<file path="config.mk">
export PLATFORM = sky130hd
export DESIGN_NAME = block_heap_allocator
export DESIGN_NICKNAME = d
export VERILOG_FILES = /design/src/rtl/core/bha_pkg.sv /design/src/rtl/core/bha_mem.sv /design/src/rtl/core/bha_div.sv /design/src/rtl/core/block_heap_allocator.sv
export SDC_FILE = /design/constraint.sdc
export NUM_CORES = 1
export LEC_CHECK = 0
export BUFFER_PORTS_ARGS = -buffer_cell sky130_fd_sc_hd__buf_2
export CAP_MARGIN = 5
export CORE_UTILIZATION = 58
export DETAILED_ROUTE_END_ITERATION = 8
export PLACE_DENSITY = 0.83
export SYNTH_ARGS = -nofsm -noshare
export SYNTH_HDL_FRONTEND = slang
export SYNTH_SLANG_ARGS = --single-unit
</file>
<file path="constraint.sdc">
create_clock -name clock -period 9.74 [get_ports clock]
set_input_delay 0.974 -clock clock [delete_from_list [all_inputs] [get_ports clock]]
set_output_delay 0.974 -clock clock [all_outputs]
set_load 0.01 [all_outputs]
</file>
<file path="src/rtl/core/bha_pkg.sv">
// Package for the block heap allocator: transaction structs, command and
// status codes, sequencer states and shared widths.
// Depends on nothing; every other file in rtl/core imports it.
package bha_pkg;

   localparam int HEAP_BLOCKS_DEF = 64;
   localparam int BLOCK_BYTES_DEF = 32;
   localparam int HEAP_BASE_DEF   = 4096;

   localparam int ADDR_W    = 16;
   localparam int BYTES_W   = 12;
   localparam int BYTES_MAX = 4095;
   localparam int ENTRY_W   = 8;
   localparam int LEN_W     = 7;
   localparam int WALK_W    = 8;
   localparam int DIV_W     = 17;

   typedef enum logic [1:0] {
      CMD_ALLOC,
      CMD_FREE,
      CMD_QUERY,
      CMD_NONE
   } command_type;

   typedef enum logic [2:0] {
      ST_OK,
      ST_ZERO_SIZE,
      ST_NO_FIT,
      ST_BAD_ADDR,
      ST_NOT_HEAD
   } status_type;

   typedef enum logic [4:0] {
      S_IDLE,
      S_DIV_NEED,
      S_DIV_ALIGN,
      S_DIV_INDEX,
      S_WALK_RD,
      S_WALK_CHK,
      S_SPLIT,
      S_MARK,
      S_FREE_RD,
      S_FREE_CHK,
      S_CLEAR,
      S_RIGHT_RD,
      S_RIGHT_CHK,
      S_RIGHT_WR,
      S_LEFT_RD,
      S_LEFT_CHK,
      S_LEFT_WR,
      S_RESP
   } state_type;

   typedef struct packed {
      command_type        command;
      logic [ADDR_W-1:0]  request_bytes;
      logic [ADDR_W-1:0]  release_address;
   } req_type;

   typedef struct packed {
      logic [ADDR_W-1:0]  granted_address;
      status_type         status;
      logic [BYTES_W-1:0] total_free_bytes;
      logic [BYTES_W-1:0] largest_free_bytes;
   } rsp_type;

   typedef struct packed {
      logic               start;
      logic [DIV_W-1:0]   dividend;
   } div_req_type;

   typedef struct packed {
      logic               done;
      logic               rem_zero;
      logic [DIV_W-1:0]   quotient;
   } div_rsp_type;

endpackage

</file>
<file path="src/rtl/core/bha_mem.sv">
// Region table storage: one synchronous memory with a registered read port.
// Depends on bha_pkg; entries not yet written read as their reset value.
module bha_mem #(
   parameter int HEAP_BLOCKS = bha_pkg::HEAP_BLOCKS_DEF
) (
   input  logic                           clock,
   input  logic                           reset,
   input  logic                           rd_en,
   input  logic [$clog2(HEAP_BLOCKS)-1:0] rd_addr,
   output logic [bha_pkg::ENTRY_W-1:0]    rd_data,
   input  logic                           wr_en,
   input  logic [$clog2(HEAP_BLOCKS)-1:0] wr_addr,
   input  logic [bha_pkg::ENTRY_W-1:0]    wr_data
);
   import bha_pkg::*;

   localparam logic [ENTRY_W-1:0] HEAD_VALUE = ENTRY_W'(HEAP_BLOCKS);

   logic [ENTRY_W-1:0]     mem [HEAP_BLOCKS];
   logic [HEAP_BLOCKS-1:0] valid_ff;
   logic [ENTRY_W-1:0]     data_ff;
   logic                   vld_ff;
   logic                   zero_ff;

   always_ff @(posedge clock) begin
      if (reset) begin
         valid_ff <= '0;
      end else if (wr_en) begin
         valid_ff[wr_addr] <= 1'b1;
      end
   end

   always_ff @(posedge clock) begin
      if (wr_en) begin
         mem[wr_addr] <= wr_data;
      end
   end

   always_ff @(posedge clock) begin
      if (rd_en) begin
         data_ff <= mem[rd_addr];
         vld_ff  <= valid_ff[rd_addr];
         zero_ff <= (rd_addr == '0);
      end
   end

   // An entry never written since reset holds the initial table contents.
   assign rd_data = vld_ff ? data_ff : (zero_ff ? HEAD_VALUE : '0);

endmodule

</file>
<file path="src/rtl/core/bha_div.sv">
// Divider by the constant block size: multiplication by a precomputed reciprocal
// and an exact remainder test, pipelined so that done follows start through stage0 and stage1.
// Depends on bha_pkg for the request and result structs.
module bha_div #(
   parameter int BLOCK_BYTES = bha_pkg::BLOCK_BYTES_DEF
) (
   input  logic                 clock,
   input  logic                 reset,
   input  bha_pkg::div_req_type div_req,
   output bha_pkg::div_rsp_type div_rsp
);
   import bha_pkg::*;

   // The reciprocal is rounded up with enough fraction bits to be exact for any dividend.
   localparam int              SHIFT   = DIV_W + $clog2(BLOCK_BYTES);
   localparam longint          RECIP_L = ((longint'(1) << SHIFT) + BLOCK_BYTES - 1)
                                         / BLOCK_BYTES;
   localparam logic [DIV_W:0]  RECIP   = (DIV_W + 1)'(RECIP_L);
   localparam int              PROD_W  = 2 * DIV_W + 1;
   localparam int              CHK_W   = DIV_W + $clog2(BLOCK_BYTES + 1);

   logic              stage0_ff, stage1_ff, done_ff;
   logic [DIV_W-1:0]  x0_ff, x1_ff, q1_ff, quo_ff;
   logic              rem_zero_ff;
   logic [PROD_W-1:0] prod;
   logic [CHK_W-1:0]  back;

   assign prod = PROD_W'(x0_ff) * PROD_W'(RECIP);
   assign back = CHK_W'(q1_ff) * CHK_W'(BLOCK_BYTES);

   always_ff @(posedge clock) begin
      if (reset) begin
         stage0_ff <= 1'b0;
         stage1_ff <= 1'b0;
         done_ff   <= 1'b0;
      end else begin
         stage0_ff <= div_req.start;
         stage1_ff <= stage0_ff;
         done_ff   <= stage1_ff;
      end
   end

   always_ff @(posedge clock) begin
      if (div_req.start) begin
         x0_ff <= div_req.dividend;
      end
      x1_ff       <= x0_ff;
      q1_ff       <= DIV_W'(prod >> SHIFT);
      quo_ff      <= q1_ff;
      rem_zero_ff <= (back == CHK_W'(x1_ff));
   end

   assign div_rsp.done     = done_ff;
   assign div_rsp.rem_zero = rem_zero_ff;
   assign div_rsp.quotient = quo_ff;

endmodule

</file>
<file path="src/rtl/core/block_heap_allocator.sv">
// Block heap allocator, first fit with coalescing; one transaction at a time.
// Allocate walks the regions to the first that fits, then splits it and marks its blocks; free
// clears the region, merges a free right neighbour and steps back to the left neighbour's head;
// query walks the regions; a zero size or an address below the heap goes straight to the result.
// A stalled result is held; allocate and free wait on the divider; one table access a cycle.
// Reset (synchronous) leaves one free region covering the whole heap, ready at once.
module block_heap_allocator #(
   parameter int HEAP_BLOCKS = bha_pkg::HEAP_BLOCKS_DEF,
   parameter int BLOCK_BYTES = bha_pkg::BLOCK_BYTES_DEF,
   parameter int HEAP_BASE   = bha_pkg::HEAP_BASE_DEF
) (
   input  logic             clock,
   input  logic             reset,
   input  logic             req_valid,
   output logic             req_stall,
   input  bha_pkg::req_type req_data,
   output logic             rsp_valid,
   input  logic             rsp_stall,
   output bha_pkg::rsp_type rsp_data
);
   import bha_pkg::*;

   localparam int IDX_W = $clog2(HEAP_BLOCKS);
   localparam logic [WALK_W-1:0] NB = WALK_W'(HEAP_BLOCKS);

   state_type          state_ff, state_in;
   command_type        cmd_ff, cmd_in;
   status_type         status_ff, status_in;
   logic [ADDR_W-1:0]  addr_ff, addr_in;
   logic [DIV_W-1:0]   need_ff, need_in;
   logic [WALK_W-1:0]  pos_ff, pos_in;
   logic [WALK_W-1:0]  cnt_ff, cnt_in;
   logic [LEN_W-1:0]   len_ff, len_in;
   logic [WALK_W-1:0]  total_ff, total_in;
   logic [WALK_W-1:0]  run_ff, run_in;
   logic [WALK_W-1:0]  best_ff, best_in;
   logic               first_ff, first_in;
   logic               rsp_valid_ff, rsp_valid_in;
   rsp_type            rsp_data_ff, rsp_data_in;

   logic               mem_rd_en, mem_wr_en;
   logic [WALK_W-1:0]  rd_pos, wr_pos;
   logic [ENTRY_W-1:0] mem_rd_data, mem_wr_data;
   logic [LEN_W-1:0]   rd_len;
   logic               rd_used;
   logic [WALK_W-1:0]  next_pos, run_sum, region_end, merged;
   logic [ADDR_W-1:0]  grant_addr;
   div_req_type        div_req;
   div_rsp_type        div_rsp;
   logic               req_take, rsp_take;

   function automatic logic [BYTES_W-1:0] to_bytes(input logic [WALK_W-1:0] blocks);
      int prod;
      prod = int'(blocks) * BLOCK_BYTES;
      return (prod > BYTES_MAX) ? BYTES_W'(BYTES_MAX) : BYTES_W'(prod);
   endfunction

   bha_mem #(
      .HEAP_BLOCKS(HEAP_BLOCKS)
   ) u_mem (
      .clock  (clock),
      .reset  (reset),
      .rd_en  (mem_rd_en),
      .rd_addr(rd_pos[IDX_W-1:0]),
      .rd_data(mem_rd_data),
      .wr_en  (mem_wr_en),
      .wr_addr(wr_pos[IDX_W-1:0]),
      .wr_data(mem_wr_data)
   );

   bha_div #(
      .BLOCK_BYTES(BLOCK_BYTES)
   ) u_div (
      .clock  (clock),
      .reset  (reset),
      .div_req(div_req),
      .div_rsp(div_rsp)
   );

   assign req_take   = req_valid && !req_stall;
   assign rsp_take   = rsp_valid_ff && !rsp_stall;
   assign req_stall  = (state_ff != S_IDLE);
   assign rsp_valid  = rsp_valid_ff;
   assign rsp_data   = rsp_data_ff;
   assign rd_len     = mem_rd_data[LEN_W-1:0];
   assign rd_used    = mem_rd_data[ENTRY_W-1];
   assign next_pos   = pos_ff + WALK_W'(rd_len);
   assign run_sum    = run_ff + WALK_W'(rd_len);
   assign region_end = pos_ff + WALK_W'(len_ff);
   assign merged     = WALK_W'(len_ff) + WALK_W'(rd_len);
   assign grant_addr = ADDR_W'(HEAP_BASE + int'(pos_ff) * BLOCK_BYTES);

   always_comb begin
      state_in     = state_ff;
      cmd_in       = cmd_ff;
      status_in    = status_ff;
      addr_in      = addr_ff;
      need_in      = need_ff;
      pos_in       = pos_ff;
      cnt_in       = cnt_ff;
      len_in       = len_ff;
      total_in     = total_ff;
      run_in       = run_ff;
      best_in      = best_ff;
      first_in     = first_ff;
      rsp_valid_in = rsp_valid_ff && !rsp_take;
      rsp_data_in  = rsp_data_ff;
      mem_rd_en    = 1'b0;
      mem_wr_en    = 1'b0;
      rd_pos       = pos_ff;
      wr_pos       = pos_ff;
      mem_wr_data  = '0;
      div_req      = '0;

      case (state_ff)
         S_IDLE: begin
            if (req_valid) begin
               cmd_in    = req_data.command;
               addr_in   = req_data.release_address;
               status_in = ST_OK;
               pos_in    = '0;
               total_in  = '0;
               run_in    = '0;
               best_in   = '0;
               case (req_data.command)
                  CMD_ALLOC: begin
                     if (req_data.request_bytes == '0) begin
                        status_in = ST_ZERO_SIZE;
                        state_in  = S_RESP;
                     end else begin
                        div_req.start    = 1'b1;
                        div_req.dividend = DIV_W'(req_data.request_bytes)
                                         + DIV_W'(BLOCK_BYTES - 1);
                        state_in         = S_DIV_NEED;
                     end
                  end
                  CMD_FREE: begin
                     if (req_data.release_address < ADDR_W'(HEAP_BASE)) begin
                        status_in = ST_BAD_ADDR;
                        state_in  = S_RESP;
                     end else begin
                        div_req.start    = 1'b1;
                        div_req.dividend = DIV_W'(req_data.release_address);
                        state_in         = S_DIV_ALIGN;
                     end
                  end
                  CMD_QUERY: state_in = S_WALK_RD;
                  default:   state_in = S_RESP;
               endcase
            end
         end
         S_DIV_NEED: begin
            if (div_rsp.done) begin
               need_in  = div_rsp.quotient;
               state_in = S_WALK_RD;
            end
         end
         S_DIV_ALIGN: begin
            if (div_rsp.done) begin
               if (!div_rsp.rem_zero) begin
                  status_in = ST_BAD_ADDR;
                  state_in  = S_RESP;
               end else begin
                  div_req.start    = 1'b1;
                  div_req.dividend = DIV_W'(addr_ff) - DIV_W'(HEAP_BASE);
                  state_in         = S_DIV_INDEX;
               end
            end
         end
         S_DIV_INDEX: begin
            if (div_rsp.done) begin
               if (div_rsp.quotient >= DIV_W'(HEAP_BLOCKS)) begin
                  status_in = ST_BAD_ADDR;
                  state_in  = S_RESP;
               end else begin
                  pos_in   = div_rsp.quotient[WALK_W-1:0];
                  state_in = S_FREE_RD;
               end
            end
         end
         S_WALK_RD: begin
            if (pos_ff >= NB) begin
               if (cmd_ff == CMD_ALLOC) begin
                  status_in = ST_NO_FIT;
               end
               state_in = S_RESP;
            end else begin
               mem_rd_en = 1'b1;
               state_in  = S_WALK_CHK;
            end
         end
         S_WALK_CHK: begin
            if (rd_len == '0) begin
               if (cmd_ff == CMD_ALLOC) begin
                  status_in = ST_NO_FIT;
               end
               state_in = S_RESP;
            end else if (cmd_ff == CMD_ALLOC) begin
               if (!rd_used && (DIV_W'(rd_len) >= need_ff)) begin
                  if (need_ff > DIV_W'(HEAP_BLOCKS)) begin
                     status_in = ST_NO_FIT;
                     state_in  = S_RESP;
                  end else begin
                     len_in   = rd_len;
                     state_in = S_SPLIT;
                  end
               end else begin
                  pos_in   = next_pos;
                  state_in = S_WALK_RD;
               end
            end else begin
               if (!rd_used) begin
                  total_in = total_ff + WALK_W'(rd_len);
                  run_in   = run_sum;
                  if (run_sum > best_ff) begin
                     best_in = run_sum;
                  end
               end else begin
                  run_in = '0;
               end
               pos_in   = next_pos;
               state_in = S_WALK_RD;
            end
         end
         S_SPLIT: begin
            // The tail of the chosen region becomes a free region of its own.
            wr_pos = pos_ff + WALK_W'(need_ff[LEN_W-1:0]);
            if ((len_ff > need_ff[LEN_W-1:0]) && (wr_pos < NB)) begin
               mem_wr_en   = 1'b1;
               mem_wr_data = ENTRY_W'(len_ff - need_ff[LEN_W-1:0]);
            end
            len_in   = need_ff[LEN_W-1:0];
            cnt_in   = pos_ff;
            state_in = S_MARK;
         end
         S_MARK: begin
            wr_pos = cnt_ff;
            if ((cnt_ff < region_end) && (cnt_ff < NB)) begin
               mem_wr_en   = 1'b1;
               mem_wr_data = {1'b1, (cnt_ff == pos_ff) ? len_ff : LEN_W'(0)};
               cnt_in      = cnt_ff + 1'b1;
            end else begin
               state_in = S_RESP;
            end
         end
         S_FREE_RD: begin
            mem_rd_en = 1'b1;
            state_in  = S_FREE_CHK;
         end
         S_FREE_CHK: begin
            if (!rd_used || (rd_len == '0)) begin
               status_in = ST_NOT_HEAD;
               state_in  = S_RESP;
            end else begin
               len_in   = rd_len;
               cnt_in   = pos_ff;
               state_in = S_CLEAR;
            end
         end
         S_CLEAR: begin
            wr_pos = cnt_ff;
            if ((cnt_ff < region_end) && (cnt_ff < NB)) begin
               mem_wr_en   = 1'b1;
               mem_wr_data = (cnt_ff == pos_ff) ? ENTRY_W'(len_ff) : '0;
               cnt_in      = cnt_ff + 1'b1;
            end else begin
               state_in = S_RIGHT_RD;
            end
         end
         S_RIGHT_RD: begin
            rd_pos = region_end;
            if (region_end < NB) begin
               mem_rd_en = 1'b1;
               state_in  = S_RIGHT_CHK;
            end else begin
               state_in = S_LEFT_RD;
            end
         end
         S_RIGHT_CHK: begin
            // A free right neighbour loses its head and joins this region.
            if (!rd_used) begin
               wr_pos      = region_end;
               mem_wr_en   = 1'b1;
               mem_wr_data = '0;
               len_in      = merged[LEN_W-1:0];
               state_in    = S_RIGHT_WR;
            end else begin
               state_in = S_LEFT_RD;
            end
         end
         S_RIGHT_WR: begin
            mem_wr_en   = 1'b1;
            mem_wr_data = ENTRY_W'(len_ff);
            state_in    = S_LEFT_RD;
         end
         S_LEFT_RD: begin
            rd_pos = pos_ff - 1'b1;
            if (pos_ff == '0) begin
               state_in = S_RESP;
            end else begin
               mem_rd_en = 1'b1;
               cnt_in    = pos_ff - 1'b1;
               first_in  = 1'b1;
               state_in  = S_LEFT_CHK;
            end
         end
         S_LEFT_CHK: begin
            // Step back one entry a cycle until the head of the left region.
            rd_pos   = cnt_ff - 1'b1;
            wr_pos   = cnt_ff;
            first_in = 1'b0;
            if (first_ff && rd_used) begin
               state_in = S_RESP;
            end else if ((cnt_ff != '0) && (rd_len == '0)) begin
               mem_rd_en = 1'b1;
               cnt_in    = cnt_ff - 1'b1;
            end else if (rd_len == '0) begin
               state_in = S_RESP;
            end else begin
               mem_wr_en   = 1'b1;
               mem_wr_data = ENTRY_W'(rd_len + len_ff);
               state_in    = S_LEFT_WR;
            end
         end
         S_LEFT_WR: begin
            mem_wr_en   = 1'b1;
            mem_wr_data = '0;
            state_in    = S_RESP;
         end
         S_RESP: begin
            if (!rsp_valid_ff || !rsp_stall) begin
               rsp_valid_in = 1'b1;
               rsp_data_in.status = status_ff;
               rsp_data_in.granted_address =
                  ((cmd_ff == CMD_ALLOC) && (status_ff == ST_OK)) ? grant_addr : '0;
               rsp_data_in.total_free_bytes =
                  (cmd_ff == CMD_QUERY) ? to_bytes(total_ff) : '0;
               rsp_data_in.largest_free_bytes =
                  (cmd_ff == CMD_QUERY) ? to_bytes(best_ff) : '0;
               state_in = S_IDLE;
            end
         end
         default: state_in = S_IDLE;
      endcase
   end

   always_ff @(posedge clock) begin
      if (reset) begin
         state_ff     <= S_IDLE;
         rsp_valid_ff <= 1'b0;
      end else begin
         state_ff     <= state_in;
         rsp_valid_ff <= rsp_valid_in;
      end
   end

   always_ff @(posedge clock) begin
      cmd_ff      <= cmd_in;
      status_ff   <= status_in;
      addr_ff     <= addr_in;
      need_ff     <= need_in;
      pos_ff      <= pos_in;
      cnt_ff      <= cnt_in;
      len_ff      <= len_in;
      total_ff    <= total_in;
      run_ff      <= run_in;
      best_ff     <= best_in;
      first_ff    <= first_in;
      rsp_data_ff <= rsp_data_in;
   end

   a_single_port: assert property (@(posedge clock) disable iff (reset)
      !(mem_rd_en && mem_wr_en))
      else $error("table read and written in the same cycle");

   a_write_in_heap: assert property (@(posedge clock) disable iff (reset)
      mem_wr_en |-> (wr_pos < NB))
      else $error("table write beyond the heap");

   a_div_expected: assert property (@(posedge clock) disable iff (reset)
      div_rsp.done |-> (state_ff == S_DIV_NEED || state_ff == S_DIV_ALIGN ||
                        state_ff == S_DIV_INDEX))
      else $error("divider finished outside a divide step");

   a_resp_loaded: assert property (@(posedge clock) disable iff (reset)
      (state_ff == S_RESP && (!rsp_valid_ff || !rsp_stall))
         |=> (rsp_valid_ff && state_ff == S_IDLE))
      else $error("result transaction not presented");

   a_one_at_a_time: assert property (@(posedge clock) disable iff (reset)
      req_take |=> (state_ff != S_IDLE || rsp_valid_ff))
      else $error("accepted transaction produced no result");

endmodule
</file>
**Word-level counts from Yosys, hierarchy flattened**

Memory sizes are Yosys's and may differ from the RTL's. A register that Yosys moved wholly into a read port is not among the register bits.
Cells that the tools add are included.

- Reduce and logical (&&, ||, !) cells: 46
- Muxes and demuxes: 120
- $add $sub $neg: 13
- Magnitude comparators: 16
- Equality and inequality tests: 52
- Bitwise gates (word level): 1

Operator list:

| kind | number |
|---|---|
| $mux W8 | 27 |
| $mux W5 | 20 |
| $mux W18 | 5 |
| $pmux W5 S18 | 1 |
| $pmux W8 S5 | 2 |
| $pmux W18 S2 | 2 |
| $mux W7 | 10 |
| $or A64 B64 Y64 | 1 |
| $pmux W8 S2 | 3 |
| $ne A2 B2 Y1 const B | 21 |
| $add A8 B7 Y8 | 5 |
| $eq A5 B4 Y1 const B | 8 |
| $mux W3 | 12 |
| $pmux W6 S3 | 2 |
| $pmux W7 S4 | 1 |
| $gt A13 B12 Y1 const B | 2 |
| $lt A8 B7 Y1 const B | 3 |
| $mux W12 | 2 |
| $pmux W8 S3 | 1 |
| $eq A5 B3 Y1 const B | 4 |
| $mux W1 | 20 |
| $pmux W3 S6 | 1 |
| $reduce_and A6 Y1 | 3 |
| $add A16 B5 Y17 const B | 1 |
| other kinds (57) | 91 |

- Word-level logic and storage cells: 277
- Memories kept: 1
- RAM bits: 512
- Output and inout bits: 45
- Input port bits: 38
- Flip-flop bits (word level): 258

Memory list:

| name | depth | width | rd ports | clocked after Yosys merged registers in | write ports | line | RTL |
|---|---|---|---|---|---|---|---|
| u_mem.mem | 64 | 8 | 1 | 1 | 1 | bha_mem.sv:19 | `logic [ENTRY_W-1:0] mem [HEAP_BLOCKS];` |

**Depth between registers and ports, before layout**

- Depth in word-level cells: 9
- Gate-level depth with buffers: 18
- Depth with buffers taken out: 17

**By module**

Synthesis repeated with hierarchy kept, for this count alone.

- Cells, all modules: 2319
- Area, all modules: 33283.2 um2

By module, submodules not included:

| module | cells an instance | seq. area each (um2) | instances | area an instance (um2) |
|---|---|---|---|---|
| bha_mem | 1240 | 16956.3 | 1 | 22703.0 |
| block_heap_allocator | 1016 | 3543.4 | 1 | 9322.7 |
| bha_div | 63 | 1171.1 | 1 | 1257.5 |

**Least setup slack after synthesis**

No wires, ideal clock.

- Path type: register -> register
- From: register len_ff[1]
- To: memory u_mem.mem[0][0] (data pin)
- Stages on the path, launching flop included: 15
- Buffers on the path: 0
- Data arrival time: 4.226 ns
- Setup time: 0.366 ns
- Clock period less this slack: 4.592 ns
- Setup slack: 5.148 ns
- Data required time: 9.374 ns
- Cells stage by stage: edfxtp_1 ha_1 a211oi_1 o21bai_1 a21oi_1 o21bai_1 a21oi_1 xor2_1 ha_1 a2111oi_0 o21ai_0 nor2_1 nand2_1 o32ai_1 a221o_1

- Word-level cells in the longest chain between the ends: 5
- Elaborated cells on any way between the ends: 9
- Classes of those cells: 1 x add/sub; 2 x order compare; 4 x mux; 2 x reduce/logical

RTL lines:

| element | line | RTL |
|---|---|---|
| from (decl) | block_heap_allocator.sv:33 | `logic [LEN_W-1:0] len_ff, len_in;` |
| from (signal assigned) | block_heap_allocator.sv:364 | `len_ff <= len_in;` |
| $add A8 B7 Y8 | block_heap_allocator.sv:89 | `assign region_end = pos_ff + WALK_W'(len_ff);` |
| $lt A8 B8 Y1 | block_heap_allocator.sv:238, block_heap_allocator.sv:262 |  |
| $logic_and A1 B1 Y1 | block_heap_allocator.sv:238, block_heap_allocator.sv:262 |  |
| $mux W7 or $mux W8 (tied branches) | block_heap_allocator.sv:262, block_heap_allocator.sv:238 |  |
| $pmux W8 S5 (*) | block_heap_allocator.sv:115 | `case (state_ff)` |
| via mem_wr_data[0] | block_heap_allocator.sv:43 | `logic [ENTRY_W-1:0] mem_rd_data, mem_wr_data;` |
| to (decl) | bha_mem.sv:19 |  |

Mark *: on every way through the listed nets, which the timed path passes. The rest lies on a longest branch.

**Worst setup path after layout**

- From: register pos_ff[1]
- To: memory u_mem.mem[53][0] (enable)

- Word-level cells in the longest chain between the ends: 7
- Elaborated cells on any way between the ends: 13
- Classes of those cells: 2 x add/sub; 2 x order compare; 7 x mux; 2 x reduce/logical

RTL lines:

| element | line | RTL |
|---|---|---|
| from (decl) | block_heap_allocator.sv:31 | `logic [WALK_W-1:0] pos_ff, pos_in;` |
| from (signal assigned) | block_heap_allocator.sv:362 | `pos_ff <= pos_in;` |
| $add A8 B7 Y8, on equally long branches | block_heap_allocator.sv:89, block_heap_allocator.sv:227 |  |
| $lt A8 B8 Y1 or $lt A8 B7 Y1 (tied branches) | block_heap_allocator.sv:238, block_heap_allocator.sv:262, block_heap_allocator.sv:228 |  |
| $logic_and A1 B1 Y1, on equally long branches | block_heap_allocator.sv:238, block_heap_allocator.sv:262, block_heap_allocator.sv:228 |  |
| $mux W1, on equally long branches | block_heap_allocator.sv:238, block_heap_allocator.sv:262, block_heap_allocator.sv:228 |  |
| $pmux W1 S5 | block_heap_allocator.sv:115 |  |
| $mux W1 | bha_mem.sv:34 | `if (wr_en) begin` |
| $mux W1 (not written as such) | bha_mem.sv:35 | `mem[wr_addr] <= wr_data;` |

Parallel ways exist; a longest one is shown, timed or not.

==> metrics list <==
* Number of enable-type register cells in the synthesized netlist: 648
* Number of buffers inserted during clock tree synthesis: 75
- The clock net in this run drives a total of 751 sinks.
- The area growth from synthesis to layout is 9.91%.
- Entering global routing, the biggest net connects 183 pins.
- CTS clock-pin slew for the worst setup and hold paths: ~0.060 ns
* Filler cell count: 4,104
- Antenna-violating nets left: 0
* Category of the worst setup path capture point: flip-flop
- H-tree depth: 3
- Largest driver fanout on the critical path: 25
- For the final database, setup skew stands at 0.0356 ns.
- Met2 wire length: between 40 and 50 mm
* Pwr Total: 10.2 mW
- In this run the critical register-to-register path is launched from pos_ff[1]$_DFFE_PP_.
- Setup violations remaining at the end of the flow were counted as 0.
- Initial standard-cell utilization of the core: 59.1%
* Cell area after layout: between 30,000 and 40,000 µm²
- At the pin with the least slew margin, the transition time is 1.35 ns.
- The cell sitting at the root of the clock tree is a sky130_fd_sc_hd__clkbuf_16.
- After detailed routing, the wire length on met1 is between 30 and 40 mm.
- Dividing the detail-routed wire length by the instance count gives between 20 and 30 µm.
* Unique masters post-synth: 89
- R2R Setup Slk: around 3.5 ns
- From left edge to right edge, the die measures 245 µm.
- STA classifies the critical path startpoint as a flip-flop.
- I/O pin count: 83
- Gpl congestion: 1.01
- Unrepaired setup endpoints after global routing: false
- First element of the critical path: pos_ff[1]$_DFFE_PP_
- Fraction of final layout cells sized beyond drive strength 1: a little under an eighth
- For this run, design rule violations remaining after detail routing come to 0.
* Met3 wire length: 11.3 mm
* Cell Area, Synth: between 30,000 and 40,000 µm²
* Most used DFF post-synth: sky130_fd_sc_hd__edfxtp_1
- Summed over all layers, the routed wires come to 93.9 mm.
- The worst hold path begins at u_div.x1_ff[15]$_DFF_P_.
- In the final design database the tool counted 3,002 nets.
* Arrival @ worst endpoint: 6.51 ns
- The total overflow left after global routing is 0.
- CTS tree: yes
- Counting cells, the worst reg-to-reg path comes to 16.
- Time the final worst path needs with I/O delays and setup: 6.25 ns
- Number of port buffers: 75
- The final count of pins violating max slew was 0.
* Number of global-route vias before repair: 23.6k
- Leading cell type in the layout, fill and taps excluded: sky130_fd_sc_hd__edfxtp_1
- Synthesis inferred 751 register bits.
- Post-synthesis cell count: 2,858
* Part of the cycle the worst path needs: 64.2%
- Router iterations before antenna repair: 6
- In this run the deepest clock path goes through 3 buffers.
* Number of core rows: 88
- The largest single stage delay on the critical path is 0.86 ns.
* Post-DP HPWL: 59.2 mm
* Most frequent cells in the layout: 648 x sky130_fd_sc_hd__edfxtp_1, 466 x sky130_fd_sc_hd__nand2_1, 175 x sky130_fd_sc_hd__nor2_1
- Count of vias placed by the detailed router: 24.6k
- Series of cell instances along the critical path: ha_1, a211oi_1, o21bai_1, a21oi_1, o21bai_1, a21oi_1, xor2_1, ha_1, a2111oi_0, o21ai_0, nor2_1, a211oi_4, buf_4, buf_4, or2_1, nor2_1
- The clock reaches the later pin of the worst-skew pair after ~0.65 ns.
- Avg Inst Size Synth: between 10 and 15 µm²
* Critical path start-end classification: reg -> reg
- After clock tree synthesis, the flow added hold-fix buffers numbering 0.
* Core box area: roughly 58,000 µm²
- The initial antenna violation count is 1.
- Power per standard cell area: between 200 and 300 nW/µm²
* Capturing instance or port of the critical path: u_mem.mem[53][0]$_DFFE_PP_
- Total area of multi-input combinational cells: roughly 12,000 µm²
* Max rail drop VDD: about 200 µV
- STA puts the critical path data required time at roughly 10 ns.
* Type of the most critical hold path: reg -> reg
* Register area share after synthesis: 62.7%
* Post-CTS repair timing setup buffer count: 0
- Fraction of synthesis flops using an asynchronous set or reset pin: 0%
* Global-route wire length before repair: 142 mm
* Die outline area: 60,100 µm²
- Dividing the detail-routed via count by the number of cells gives 6.63.
- Summed over all failing endpoints, the final setup total negative slack is 0 ns.
- Post-DP Area: roughly 35,000 µm²
- Chip Height: 245 µm
* Leakage power figure: approximately 13 nW
- Cell type of the slowest stage on the worst timing path: sky130_fd_sc_hd__edfxtp_1
- The endpoint identified for the worst register-to-register timing path is u_mem.mem[53][0]$_DFFE_PP_.
* Hold Violations, Final: 0
* Slew Limit Headroom: 9.55%
- Resized Gates After CTS: 0
- For this run, the total global-route usage over all layers was measured as 31.3%.
* Highest metal layer used by the detailed router: met5
- Maximum capacitance violations: 0
- The detailed router finished its first iteration with between 3k and 4k violations.
- Maximum achievable frequency: 0.160 GHz
- Sequential Area: 21,500 µm²
- The flow ran to the end, and the final reports show no timing, DRC or antenna violations.
* Yosys synthesis warning count: 0
==> routing by layer <==
metal	vias up	global-route usage, %
met5	-	0
met4	2	11.9
met3	252	8.05
met2	1671	48.9
met1	12000	42.0
li1	10700	-
==> through the flow <==
step	util [%]	hold WS, ns	cells	setup WS, ns
floorplan	-	0.310	2864	5.15
global placement	60.6	0.313	3566	3.72
detailed placement	60.6	0.315	3566	3.64
CTS	65.0	0.327	3703	3.59
global route	65.0	0.329	3704	3.21
finish	65.0	0.326	3705	3.49
==> power breakdown <==
| group | total (mW) | leakage [nW] | internal [mW] | switching [mW] |
|---|---|---|---|---|
| sequential | 3.82 | 5.82 | 3.67 | 0.145 |
| clock | 2.96 | 1.24 | 1.71 | 1.25 |
| combinational | 3.47 | 6.02 | 1.09 | 2.38 |
==> flip-flops by register name, summed over array words and instances (netlist names), 12 cells and up <==
name,cells
rsp_data,28
u_div.x1_ff,16
u_mem.valid_ff,64
need_ff,12
addr_ff,16
u_div.x0_ff,17
u_div.quo_ff,12
u_mem.mem,512
==> cell families after synthesis <==
group,synth area share (%)
simple gates,13.3
buf+inv,3.62
xor+xnor,1.91
compound gates,13.2
fa+ha+maj,3.25
mux,1.90
flops,62.7
other cells,0.0109
==> critical path, delay by kind of cell, from the launching register on <==
family | cells | cell delay [ns]
AO/OA/AOI/OAI | 8 | 1.80
XOR/XNOR | 1 | 0.18
adder cells (fa/ha/maj) | 2 | 0.65
buffers and inverters | 2 | 0.67
flip-flops | 1 | 0.86
AND/OR/NAND/NOR | 3 | 1.71
==> synthesized netlist by cell type, types with 36 or more instances <==
master	number	area [µm²]
sky130_fd_sc_hd__xnor2_1	46	403
sky130_fd_sc_hd__a21oi_1	174	871
sky130_fd_sc_hd__dfxtp_1	103	2060
sky130_fd_sc_hd__inv_1	70	263
sky130_fd_sc_hd__buf_4	36	270
sky130_fd_sc_hd__nand2_1	466	1750
sky130_fd_sc_hd__nand3_1	89	445
sky130_fd_sc_hd__nor3_1	42	210
sky130_fd_sc_hd__edfxtp_1	648	19500
sky130_fd_sc_hd__clkbuf_1	68	255
sky130_fd_sc_hd__mux2i_1	63	631
sky130_fd_sc_hd__o21ai_0	69	345
sky130_fd_sc_hd__and3_1	43	269
sky130_fd_sc_hd__ha_1	78	976
sky130_fd_sc_hd__buf_2	64	320
sky130_fd_sc_hd__nor2_1	175	657
==> area by class of cell <==
class                           count  share of cell area [%]
Antenna cell                        1                 0.00664
Clock buffer                      101                    5.53
Clock inverter                     36                    1.17
Inverter                           73                   0.727
Multi-Input combinational cell   1857                    31.0
Sequential cell                   751                    57.1
Tap cell                          765                    2.54
Timing Repair Buffer              121                    1.97
==> how the worst min path moves through the flow <==
stage / end / slack [ns] / cells after the start
floorplan: u_div.quo_ff[0]$_DFF_P_ / 0.31 / 0
global placement: u_div.quo_ff[7]$_DFF_P_ / 0.31 / 0
detailed placement: u_div.quo_ff[10]$_DFF_P_ / 0.31 / 0
CTS: u_div.quo_ff[10]$_DFF_P_ / 0.33 / 0
global route: u_div.quo_ff[10]$_DFF_P_ / 0.33 / 0
finish: u_div.quo_ff[10]$_DFF_P_ / 0.33 / 0
Note: power is estimated with default switching activity, not from simulation.
